$ cat src/rtl/ptts_pkg.sv
// Package for the periodic task tick scheduler.
// Holds field widths, action codes and the table entry type.
// Used by the interfaces, the entry table and the top level.
package ptts_pkg;

   // Default number of table slots.
   localparam int SLOTS_DEFAULT = 8;

   // Payload field widths.
   localparam int PERIOD_W = 32;
   localparam int TICK_W   = 32;
   localparam int MASK_W   = 8;
   localparam int SLOT_W   = 3;

   // Action codes carried on the request channel.
   localparam logic ACT_TICK = 1'b0;
   localparam logic ACT_ADD  = 1'b1;

   // One table entry: the period and the tick at which it last fired.
   typedef struct packed {
      logic [PERIOD_W-1:0] period;
      logic [TICK_W-1:0]   last_fired;
   } entry_type;

endpackage

$ cat src/rtl/ptts_if.sv
// Request and response channel interfaces of the tick scheduler.
// Each carries valid, ready and the item payload; widths come from ptts_pkg.
interface ptts_req_if;
   logic                          valid;
   logic                          ready;
   logic                          action;
   logic [ptts_pkg::PERIOD_W-1:0] period_ticks;
   logic                          has_handler;

   modport source (output valid, output action, output period_ticks,
                   output has_handler, input ready);
   modport sink   (input valid, input action, input period_ticks,
                   input has_handler, output ready);
endinterface

interface ptts_rsp_if;
   logic                        valid;
   logic                        ready;
   logic [ptts_pkg::MASK_W-1:0] fire_mask;
   logic                        add_accepted;
   logic [ptts_pkg::SLOT_W-1:0] assigned_slot;
   logic [ptts_pkg::TICK_W-1:0] tick_now;

   modport source (output valid, output fire_mask, output add_accepted,
                   output assigned_slot, output tick_now, input ready);
   modport sink   (input valid, input fire_mask, input add_accepted,
                   input assigned_slot, input tick_now, output ready);
endinterface

$ cat src/rtl/ptts_table.sv
// Task table memory: one write port and one read port, read data registered.
// Stores ptts_pkg::entry_type words; no reset, entries are valid once written.
module ptts_table #(
   parameter int DEPTH  = ptts_pkg::SLOTS_DEFAULT,
   parameter int ADDR_W = (DEPTH > 1) ? $clog2(DEPTH) : 1
) (
   input  logic                clock,
   input  logic                rd_en,
   input  logic [ADDR_W-1:0]   rd_addr,
   output ptts_pkg::entry_type rd_data,
   input  logic                wr_en,
   input  logic [ADDR_W-1:0]   wr_addr,
   input  ptts_pkg::entry_type wr_data
);

   ptts_pkg::entry_type mem [DEPTH];
   ptts_pkg::entry_type rd_data_ff;

   // Write port.
   always_ff @(posedge clock) begin
      if (wr_en) begin
         mem[wr_addr] <= wr_data;
      end
   end

   // Read port; the read data is registered.
   always_ff @(posedge clock) begin
      if (rd_en) begin
         rd_data_ff <= mem[rd_addr];
      end
   end

   assign rd_data = rd_data_ff;

endmodule

$ cat src/rtl/periodic_task_tick_scheduler.sv
// Periodic task tick scheduler, top level.
// Request channel req_ch: action selects a tick or an add. An add stores
// period_ticks in the next free slot when has_handler is set and the table
// has room. A tick bumps the 32-bit counter and then walks the stored
// entries in slot order, firing each one whose elapsed time reaches its
// period and recording the counter as its new last-fired tick.
// Response channel rsp_ch: one item per request with the fire mask (slots
// 0 to 7), the add status, the assigned slot and the counter value.
// Sequence: an add, or a tick with no stored entries, goes from acceptance
// straight to the done state, which loads the response once the output
// register is free. A tick over stored entries first walks them, paced
// by the table's single read port: one entry is read per cycle and its
// write-back overlaps the next read.
// The request side is ready only while the sequencer is idle. A finished
// response waits in the output register, so the next request is taken while
// the receiver stalls; that request then holds in its final state until the
// output register frees up.
// Reset clears the counter, the entry count and the handshake state; the
// table itself needs no clearing since only written slots are ever read.
module periodic_task_tick_scheduler #(
   parameter int TASK_SLOTS = ptts_pkg::SLOTS_DEFAULT
) (
   input  logic        clock,
   input  logic        reset,
   ptts_req_if.sink    req_ch,
   ptts_rsp_if.source  rsp_ch
);

   localparam int IDX_W = (TASK_SLOTS > 1) ? $clog2(TASK_SLOTS) : 1;
   localparam int CNT_W = $clog2(TASK_SLOTS + 1);
   localparam int EXT_W = (CNT_W > ptts_pkg::SLOT_W) ? CNT_W : ptts_pkg::SLOT_W;

   typedef enum logic [2:0] {
      ST_IDLE = 3'b001,
      ST_WALK = 3'b010,
      ST_DONE = 3'b100
   } state_type;

   state_type                     state_ff, state_in;
   logic [ptts_pkg::TICK_W-1:0]   counter_ff, counter_in;
   logic [CNT_W-1:0]              total_ff, total_in;
   logic [CNT_W-1:0]              rd_idx_ff, rd_idx_in;
   logic                          pend_ff, pend_in;
   logic [IDX_W-1:0]              pend_idx_ff, pend_idx_in;
   logic [ptts_pkg::MASK_W-1:0]   mask_ff, mask_in;
   logic                          acc_ff, acc_in;
   logic [ptts_pkg::SLOT_W-1:0]   slot_ff, slot_in;

   logic                          rsp_valid_ff, rsp_valid_in;
   logic [ptts_pkg::MASK_W-1:0]   rsp_mask_ff, rsp_mask_in;
   logic                          rsp_acc_ff, rsp_acc_in;
   logic [ptts_pkg::SLOT_W-1:0]   rsp_slot_ff, rsp_slot_in;
   logic [ptts_pkg::TICK_W-1:0]   rsp_tick_ff, rsp_tick_in;

   logic                          rd_en;
   logic [IDX_W-1:0]              rd_addr;
   ptts_pkg::entry_type           rd_data;
   logic                          wr_en;
   logic [IDX_W-1:0]              wr_addr;
   ptts_pkg::entry_type           wr_data;

   logic                          issue;
   logic [ptts_pkg::TICK_W-1:0]   elapsed;
   logic [EXT_W-1:0]              total_ext;
   logic [EXT_W-1:0]              pend_ext;

   // Entry table.
   ptts_table #(
      .DEPTH  (TASK_SLOTS),
      .ADDR_W (IDX_W)
   ) u_table (
      .clock   (clock),
      .rd_en   (rd_en),
      .rd_addr (rd_addr),
      .rd_data (rd_data),
      .wr_en   (wr_en),
      .wr_addr (wr_addr),
      .wr_data (wr_data)
   );

   assign req_ch.ready        = (state_ff == ST_IDLE);
   assign rsp_ch.valid        = rsp_valid_ff;
   assign rsp_ch.fire_mask    = rsp_mask_ff;
   assign rsp_ch.add_accepted = rsp_acc_ff;
   assign rsp_ch.assigned_slot = rsp_slot_ff;
   assign rsp_ch.tick_now     = rsp_tick_ff;

   assign total_ext = EXT_W'(total_ff);
   assign pend_ext  = EXT_W'(pend_idx_ff);
   assign elapsed   = counter_ff - rd_data.last_fired;

   // Sequencer: add in one step, tick as a read-compare-write walk.
   always_comb begin
      state_in     = state_ff;
      counter_in   = counter_ff;
      total_in     = total_ff;
      rd_idx_in    = rd_idx_ff;
      pend_in      = 1'b0;
      pend_idx_in  = pend_idx_ff;
      mask_in      = mask_ff;
      acc_in       = acc_ff;
      slot_in      = slot_ff;
      rsp_valid_in = rsp_valid_ff;
      rsp_mask_in  = rsp_mask_ff;
      rsp_acc_in   = rsp_acc_ff;
      rsp_slot_in  = rsp_slot_ff;
      rsp_tick_in  = rsp_tick_ff;
      rd_en        = 1'b0;
      rd_addr      = rd_idx_ff[IDX_W-1:0];
      wr_en        = 1'b0;
      wr_addr      = pend_idx_ff;
      wr_data      = '{period: rd_data.period, last_fired: counter_ff};
      issue        = 1'b0;

      // The receiver drains the output register.
      if (rsp_valid_ff && rsp_ch.ready) begin
         rsp_valid_in = 1'b0;
      end

      case (state_ff)
         ST_IDLE: begin
            if (req_ch.valid) begin
               mask_in = '0;
               acc_in  = 1'b0;
               slot_in = '0;
               if (req_ch.action == ptts_pkg::ACT_TICK) begin
                  counter_in = counter_ff + 1'b1;
                  rd_idx_in  = '0;
                  state_in   = (total_ff == '0) ? ST_DONE : ST_WALK;
               end else begin
                  if (req_ch.has_handler && (total_ff < CNT_W'(TASK_SLOTS))) begin
                     wr_en    = 1'b1;
                     wr_addr  = total_ff[IDX_W-1:0];
                     wr_data  = '{period: req_ch.period_ticks, last_fired: '0};
                     total_in = total_ff + 1'b1;
                     acc_in   = 1'b1;
                     slot_in  = total_ext[ptts_pkg::SLOT_W-1:0];
                  end
                  state_in = ST_DONE;
               end
            end
         end
         ST_WALK: begin
            // Read the next entry while the previous one is checked.
            issue = (rd_idx_ff < total_ff);
            if (issue) begin
               rd_en     = 1'b1;
               rd_idx_in = rd_idx_ff + 1'b1;
            end
            pend_in     = issue;
            pend_idx_in = rd_idx_ff[IDX_W-1:0];
            // Check the entry read last cycle and write back on a fire.
            if (pend_ff && (elapsed >= rd_data.period)) begin
               wr_en = 1'b1;
               if (int'(pend_idx_ff) < ptts_pkg::MASK_W) begin
                  mask_in[pend_ext[ptts_pkg::SLOT_W-1:0]] = 1'b1;
               end
            end
            if (!issue) begin
               state_in = ST_DONE;
            end
         end
         ST_DONE: begin
            if (!rsp_valid_ff || rsp_ch.ready) begin
               rsp_valid_in = 1'b1;
               rsp_mask_in  = mask_ff;
               rsp_acc_in   = acc_ff;
               rsp_slot_in  = slot_ff;
               rsp_tick_in  = counter_ff;
               state_in     = ST_IDLE;
            end
         end
         default: begin
            state_in = ST_IDLE;
         end
      endcase
   end

   // Control registers.
   always_ff @(posedge clock) begin
      if (reset) begin
         state_ff     <= ST_IDLE;
         counter_ff   <= '0;
         total_ff     <= '0;
         rd_idx_ff    <= '0;
         pend_ff      <= 1'b0;
         rsp_valid_ff <= 1'b0;
      end else begin
         state_ff     <= state_in;
         counter_ff   <= counter_in;
         total_ff     <= total_in;
         rd_idx_ff    <= rd_idx_in;
         pend_ff      <= pend_in;
         rsp_valid_ff <= rsp_valid_in;
      end
   end

   // Payload registers.
   always_ff @(posedge clock) begin
      pend_idx_ff <= pend_idx_in;
      mask_ff     <= mask_in;
      acc_ff      <= acc_in;
      slot_ff     <= slot_in;
      rsp_mask_ff <= rsp_mask_in;
      rsp_acc_ff  <= rsp_acc_in;
      rsp_slot_ff <= rsp_slot_in;
      rsp_tick_ff <= rsp_tick_in;
   end

   // A write-back never targets the entry being read in the same cycle.
   a_no_rw_overlap: assert property (@(posedge clock) disable iff (reset)
      (rd_en && wr_en) |-> (rd_addr != wr_addr))
      else $error("table read and write hit the same entry");

   // The entry count never exceeds the table size.
   a_total_bound: assert property (@(posedge clock) disable iff (reset)
      total_ff <= CNT_W'(TASK_SLOTS))
      else $error("entry count beyond table size");

   // An entry is checked only in the cycle after its read was issued.
   a_read_pairing: assert property (@(posedge clock) disable iff (reset)
      pend_ff |-> $past(rd_en))
      else $error("entry checked without a preceding read");

   // A valid add with room grows the table by one and reports acceptance.
   a_add_grows: assert property (@(posedge clock) disable iff (reset)
      (req_ch.valid && req_ch.ready && (req_ch.action == ptts_pkg::ACT_ADD) &&
       req_ch.has_handler && (total_ff < CNT_W'(TASK_SLOTS)))
      |=> ((total_ff == $past(total_ff) + 1'b1) && acc_ff))
      else $error("accepted add did not grow the table");

endmodule
$ cat src/flat_wrapper.sv
// flat-port wrapper written by rule: the top's interface ports become plain ports
module periodic_task_tick_scheduler_flat 
#(
   parameter int TASK_SLOTS = ptts_pkg::SLOTS_DEFAULT
)
  (clock, reset, req_ch_valid, req_ch_action, req_ch_period_ticks, req_ch_has_handler, req_ch_ready, rsp_ch_valid, rsp_ch_fire_mask, rsp_ch_add_accepted, rsp_ch_assigned_slot, rsp_ch_tick_now, rsp_ch_ready);
  ptts_req_if req_ch_i ();
  ptts_rsp_if rsp_ch_i ();
  input  logic clock;
  input  logic reset;
  input wire logic [$bits(req_ch_i.valid)-1:0] req_ch_valid;
  input wire logic [$bits(req_ch_i.action)-1:0] req_ch_action;
  input wire logic [$bits(req_ch_i.period_ticks)-1:0] req_ch_period_ticks;
  input wire logic [$bits(req_ch_i.has_handler)-1:0] req_ch_has_handler;
  output wire logic [$bits(req_ch_i.ready)-1:0] req_ch_ready;
  output wire logic [$bits(rsp_ch_i.valid)-1:0] rsp_ch_valid;
  output wire logic [$bits(rsp_ch_i.fire_mask)-1:0] rsp_ch_fire_mask;
  output wire logic [$bits(rsp_ch_i.add_accepted)-1:0] rsp_ch_add_accepted;
  output wire logic [$bits(rsp_ch_i.assigned_slot)-1:0] rsp_ch_assigned_slot;
  output wire logic [$bits(rsp_ch_i.tick_now)-1:0] rsp_ch_tick_now;
  input wire logic [$bits(rsp_ch_i.ready)-1:0] rsp_ch_ready;
  assign req_ch_i.valid = req_ch_valid;
  assign req_ch_i.action = req_ch_action;
  assign req_ch_i.period_ticks = req_ch_period_ticks;
  assign req_ch_i.has_handler = req_ch_has_handler;
  assign req_ch_ready = req_ch_i.ready;
  assign rsp_ch_valid = rsp_ch_i.valid;
  assign rsp_ch_fire_mask = rsp_ch_i.fire_mask;
  assign rsp_ch_add_accepted = rsp_ch_i.add_accepted;
  assign rsp_ch_assigned_slot = rsp_ch_i.assigned_slot;
  assign rsp_ch_tick_now = rsp_ch_i.tick_now;
  assign rsp_ch_i.ready = rsp_ch_ready;
  periodic_task_tick_scheduler #(.TASK_SLOTS(TASK_SLOTS)) u_core (.clock(clock), .reset(reset), .req_ch(req_ch_i), .rsp_ch(rsp_ch_i));
endmodule
$ cat config.mk
export PLATFORM = sky130hd
export DESIGN_NAME = periodic_task_tick_scheduler_flat
export DESIGN_NICKNAME = d
export VERILOG_FILES = /design/src/rtl/ptts_pkg.sv /design/src/rtl/ptts_if.sv /design/src/rtl/ptts_table.sv /design/src/rtl/periodic_task_tick_scheduler.sv /design/src/flat_wrapper.sv
export SDC_FILE = /design/constraint.sdc
export NUM_CORES = 1
export LEC_CHECK = 0
export BUFFER_PORTS_ARGS = -buffer_cell sky130_fd_sc_hd__buf_2
export CAP_MARGIN = 15
export CELL_PAD_IN_SITES_DETAIL_PLACEMENT = 0
export CELL_PAD_IN_SITES_GLOBAL_PLACEMENT = 1
export CORE_AREA = 2 2 316 318
export CTS_CLUSTER_DIAMETER = 50
export CTS_CLUSTER_SIZE = 28
export DETAILED_ROUTE_END_ITERATION = 7
export DIE_AREA = 0 0 318 320
export PLACE_DENSITY = 0.53
export SLEW_MARGIN = 0
export SYNTH_ARGS = -nofsm -noshare
export SYNTH_HDL_FRONTEND = slang
export SYNTH_SLANG_ARGS = --single-unit
export TNS_END_PERCENT = 5
$ cat constraint.sdc
create_clock -name clock -period 10.5 [get_ports clock]
set_clock_uncertainty 0.15 [all_clocks]
set_input_delay 2.1 -clock clock [delete_from_list [all_inputs] [get_ports clock]]
set_output_delay 2.1 -clock clock [all_outputs]
set_load 0.05 [all_outputs]
# After elaboration in Yosys (flattened, before gate mapping)
# Memory sizes are Yosys's and may differ from the RTL's. A register that Yosys moved wholly into a read port is not among the register bits.
# Cells that the tools add are included.
# word_totals
ff_bits	104
ram_bits	512
out_inout_bits	46
inputBits	38
latch_bits	0
romBits	0
memories	1
wordCells	88
# op_classes
multipliers	0
mux	35
n_reduce_logical	17
n_addsub	4
div_mod_pow	0
n_eq_ne	9
shift	0
order_cmp	5
bitwise_logic	3
# mem_list
memory	depth	word_bits	rd	rd_clocked_by_memory_dff	write_ports	line	rtl
u_core.u_table.mem	8	64	1	1	1	ptts_table.sv:16	ptts_pkg::entry_type mem [DEPTH];
# ops
op	count
$mux W64	4
$add A32 B1 Y32 const B	1
$ge A32 B32 Y1	1
$sub A32 B32 Y32	1
$mux W3	9
$mux W8	2
$pmux W8 S2	1
$mux W1	12
$mux W4	3
$pmux W3 S3	1
$reduce_and A3 Y1	3
$add A4 B1 Y4 const B	2
$or A8 B8 Y8	1
$pmux W4 S2	1
$reduce_and A4 Y1	2
$ne A2 B1 Y1 const B	3
$ne A2 B2 Y1 const B	3
$reduce_and A2 Y1	3
$logic_and A1 B1 Y1	4
$logic_not A4 Y1	1
$lt A3 B4 Y1 const B	1
$lt A4 B4 Y1	1
$lt A4 B4 Y1 const B	1
$demux W1 S3	1
other kinds (10)	11

# Longest topological paths before layout
# logic_depth
depth_word	8
depth_mapped	19
depth_no_buf	19

# Modules after synthesis
# Synthesis repeated with hierarchy kept, for this count alone.
# unflattened
hier_cells	1630
hier_area_um2	28277.1
# by_module_without_submodules
module	cells_per_inst	area_each_um2	n_inst	seq_area_each_um2
ptts_table	816	21187.8	1	17296.6
periodic_task_tick_scheduler	814	7089.3	1	2672.6

# Worst setup path before layout
# OpenSTA, ideal clock, no wires.
# synth_timing
path_type	reg2reg
start	reg u_core.counter_ff[0] in the netlist's numbering
end	mem u_core.u_table.mem[2][0] in the netlist's numbering (enable)
path_slack_ns	1.681
arrival_time_ns	8.085
n_path_buf	0
stages_incl_launch_ff	18
setup_ns	0.584
required_time_ns	9.766
synth_period_minus_slack_ns	8.819
cell_sequence	dfxtp_1 -> inv_1 -> ha_1 -> inv_1 -> fa_1 -> a211oi_1 -> o21ai_1 -> o211ai_1 -> a21o_1 -> a2bb2oi_2 -> mux2i_1 -> o311ai_1 -> ha_1 -> nand2_1 -> nor3_1 -> nand3_1 -> o31ai_1 -> a21boi_0
# synth_between
elab_chain_len	7
# synth_rtl
item	line	rtl
start: declaration	periodic_task_tick_scheduler.sv:40	logic [ptts_pkg::TICK_W-1:0] counter_ff, counter_in;
start signal: assignment	periodic_task_tick_scheduler.sv:190	counter_ff <= counter_in;
$sub A32 B32 Y32	periodic_task_tick_scheduler.sv:90	assign elapsed = counter_ff - rd_data.last_fired;
$ge A32 B32 Y1	periodic_task_tick_scheduler.sv:153	if (pend_ff && (elapsed >= rd_data.period)) begin
$logic_and A1 B1 Y1	periodic_task_tick_scheduler.sv:153	
$mux W1	periodic_task_tick_scheduler.sv:153	
$pmux W1 S2	periodic_task_tick_scheduler.sv:120	case (state_ff)
$mux W1	ptts_table.sv:21	if (wr_en) begin
$mux W1 (not written as such)	ptts_table.sv:22	mem[wr_addr] <= wr_data;
end: declaration	ptts_table.sv:16	
# Every way passes these cells.

# Worst setup path after layout
# layout_timing
start	reg u_core.counter_ff[0] in the netlist's numbering
end	mem u_core.u_table.mem[6][47] in the netlist's numbering (enable)
# The elaborated chain is that of the path after synthesis.

==> impl_metrics.toml <==
[logic_synthesis]
synthAdderAreaFrac = 0.0316
yosysWarnings = 0
synth_top_family_by_area = "multiplexers"
seq_area_frac_synth = 0.705
synth_flop_cell = "edfxtp_1"
synth.cell_area_um2 = 28300
synth_simple_gate_area_frac = 0.0540
async_flop_share = 0
syn_inst = 1652
synth_fp_nets = 1761
synth-edff-count = 635
synth_compound_area_frac = 0.0434
synth-xor-area-share = 0.0170
syn_avg_cell_area_um2 = 17.1
synth_mux_area_frac = 0.128
ys_seq_elements = 680
ys_types = 72

[placement]
dp_slack_ns = 3.76
place_congestion = 0.805
dp.final_hpwl_um = 40800
port_buffers = 83

[sta]
max_freq_mhz = 152
final-setup-viol-count = 0
slew_headroom = 0.238
layout_setup_ws_ns = 3.90
worst_pin_slew_ns = 1.14
min_period_over_period = 0.629
rsz0062_at_grt = "no"
hold_viol = 0
maxSlewViolCount = 0
holdWs_ns = 0.277
setup_tns_ns = 0
fin_crit_ns = 6.60

[global_routing]
overflow = 0
antenna_found_initial = 1
grt_max_degree = 99
grt.total_usage = 0.136
grt_pass1_wl_um = 102000
grt_pass1_vias = 15560

[floorplanning]
pin_count = 84
initial_core_util = 0.289
placementRows = 115
fp.dieW_um = 318
die_h_um = 320
die_area_um2 = 102000
coreArea_um2 = 98000

[worst_setup_path]
startpoint_type = "flip-flop"
crit_fanout = 39
path_class = "flip-flop to flip-flop"
endpoint_kind = "flip-flop"
cp.required_ns = 10.61
r2r_slack_ns = 3.90
worstPathArrival_ns = 6.71
r2r_cells = 17
timing.rr.end = "u_core.u_table.mem[6][47]"
reg2reg_from = "u_core.counter_ff[0]"

[drt]
wl_per_cell_um = 22.1
drc = 0
initialDrtViolationCount = 1126
final_antenna_net_count = 0
via_per_inst = 4.73
wl_um = 69200
vias = 14816
first_pass_iters = 5

[run_status]
outcome = "finished, final reports clean"

[final_layout]
post-route-util = 0.338
fillCellCount = 9353
drive_above_1_share = 0.255
area_growth_pct = 17.0
multi_input_area_um2 = 7860
nets = 1888
seqCellArea_um2 = 20000

[clock_tree]
clk_pin_slew_ns = 0.07
cts-buffers-inserted = 80
clock_path_buffers = 3
cts_max_level = 3
cts_resized = 0
tritoncts = "built"
cts_hold_buf = 0
numClockSinks = 680
cts_setup_buffers = 0
clock_latency_ns = 0.65
cts-root-buf = "clkbuf_16"

[power]
ir_worst_vdd_v = 0.000107
p_total_mw = 5.88
p_per_area_nw_per_um2 = 178
power.leakage_nw = 10.5

[worst_hold_path]
hp-class = "flip-flop to flip-flop"
min_to = "u_core.rsp_ch.add_accepted"
hold_depth = 0
hold_start = "u_core.acc_ff"

[flow_run]
drv_cap = 0
[cells by family (layout without fill, tap and decap cells)]
group,after synthesis,after routing
flops,680,680
simple gates,309,309
mux,195,195
compound gates,194,194
buf+inv,148,341
fa+ha+maj,71,71
xor+xnor,55,55
other cells,0,1
[sequential cells by signal (all words and copies together), names as in the netlist]
register                     count
u_core.acc_ff                    1
u_core.counter_ff               32
u_core.mask_ff                   8
u_core.pend_ff                   1
u_core.pend_idx_ff               3
u_core.rd_idx_ff                 4
u_core.rsp_ch.add_accepted       1
u_core.rsp_ch.assigned_slot      3
u_core.rsp_ch.fire_mask          8
u_core.rsp_ch.tick_now          32
u_core.rsp_ch.valid              1
u_core.slot_ff                   3
u_core.state_ff                  3
u_core.total_ext                 4
u_core.u_table.mem             512
u_core.u_table.rd_data          64
[metal layers]
layer	global-route usage	vias up	wire (µm)
met4	0.0375	0	1160
met5	0	-	0
met1	0.178	7743	30900
li1	-	6738	-
met2	0.233	261	34400
met3	0.0220	74	2720
[cell usage after synthesis, types with 4 or more instances]
master	count	area share
edfxtp_1	635	0.67
mux4_2	128	0.10
nand2_1	92	0.012
inv_1	86	0.011
nor2_1	78	0.010
ha_1	70	0.031
mux2_2	64	0.025
a21oi_1	62	0.011
o21ai_0	58	0.010
dfxtp_1	45	0.032
clkbuf_1	41	0.0054
nor2b_1	39	0.0086
xor2_1	28	0.0087
xnor2_1	27	0.0084
nand3_1	25	0.0044
nand4_1	16	0.0035
a21o_1	15	0.0040
nor3_1	13	0.0023
buf_2	12	0.0021
or3_1	10	0.0022
nand2b_1	9	0.0020
buf_1	7	0.00093
a31oi_1	6	0.0013
and3_1	6	0.0013
a211oi_1	5	0.0013
and4_1	4	0.0012
o211ai_1	4	0.0011
[power by group]
part           internal (mW)  switching (mW)
logic                 0.0291          0.0741
registers               2.95         0.00780
clock network           1.57            1.24
total                   4.56            1.32
[cells in the final DEF (no fill, tap or decap), types with 12 or more instances in the layout]
| cell | synthesis | layout |
|---|---|---|
| nor3_1 | 13 | 13 |
| xnor2_1 | 27 | 27 |
| clkbuf_16 | 0 | 80 |
| ha_1 | 70 | 70 |
| nand3_1 | 25 | 25 |
| inv_8 | 0 | 12 |
| xor2_1 | 28 | 28 |
| mux4_2 | 128 | 128 |
| mux2_2 | 64 | 64 |
| clkinvlp_4 | 0 | 12 |
| nand2_1 | 92 | 92 |
| nand4_1 | 16 | 16 |
| inv_1 | 86 | 86 |
| dfxtp_1 | 45 | 42 |
| o21ai_0 | 58 | 58 |
| buf_4 | 1 | 21 |
| edfxtp_1 | 635 | 635 |
| nor2b_1 | 39 | 38 |
| inv_6 | 0 | 14 |
| a21oi_1 | 62 | 60 |
| nor2_1 | 78 | 75 |
| a21o_1 | 15 | 15 |
| buf_2 | 12 | 83 |
[worst max-delay path by stage]
stage | from | endpoint | slack [ns] | depth (start not counted)
floorplan | u_core.counter_ff[0] | u_core.u_table.mem[2][0] | 1.68 | 17
global placement | req_ch_action | u_core.u_table.mem[6][35] | 3.73 | 9
detailed placement | req_ch_action | u_core.u_table.mem[5][55] | 3.76 | 8
CTS | u_core.counter_ff[2] | u_core.u_table.mem[6][47] | 3.80 | 15
global route | u_core.counter_ff[0] | u_core.u_table.mem[6][50] | 3.37 | 20
finish | u_core.counter_ff[0] | u_core.u_table.mem[6][47] | 3.90 | 17
[final cells by class]
class / count / share of cell area
Sequential cell: 680 / 0.603
Multi-Input combinational cell: 824 / 0.237
Clock buffer: 84 / 0.0609
Tap cell: 1287 / 0.0486
Clock inverter: 64 / 0.0214
Timing Repair Buffer: 106 / 0.0185
Inverter: 87 / 0.00986
Antenna cell: 1 / 0.0000756
[per-stage QoR]
stage | area (µm²) | std cells
global route | 33100 | 3132
floorplan | 28300 | 1652
detailed placement | 30400 | 2983
CTS | 33100 | 3131
global placement | 30400 | 2983
finish | 33100 | 3133
[worst max-delay path: stages (launching register included)]
cell and delay [ns]:
dfxtp_1 0.39, inv_1 0.11, ha_1 0.15, inv_1 0.05
fa_1 0.42, a211oi_1 0.26, o21ai_1 0.19, o211ai_1 0.32
a21oi_1 0.19, a311o_1 0.41, xor2_1 0.15, ha_1 0.28
nand2_1 0.07, nor4_1 0.55, nand3_1 0.25, o31ai_1 0.56
nor2b_4 0.92, buf_4 0.76
Power figures use the tool's default switching activity.
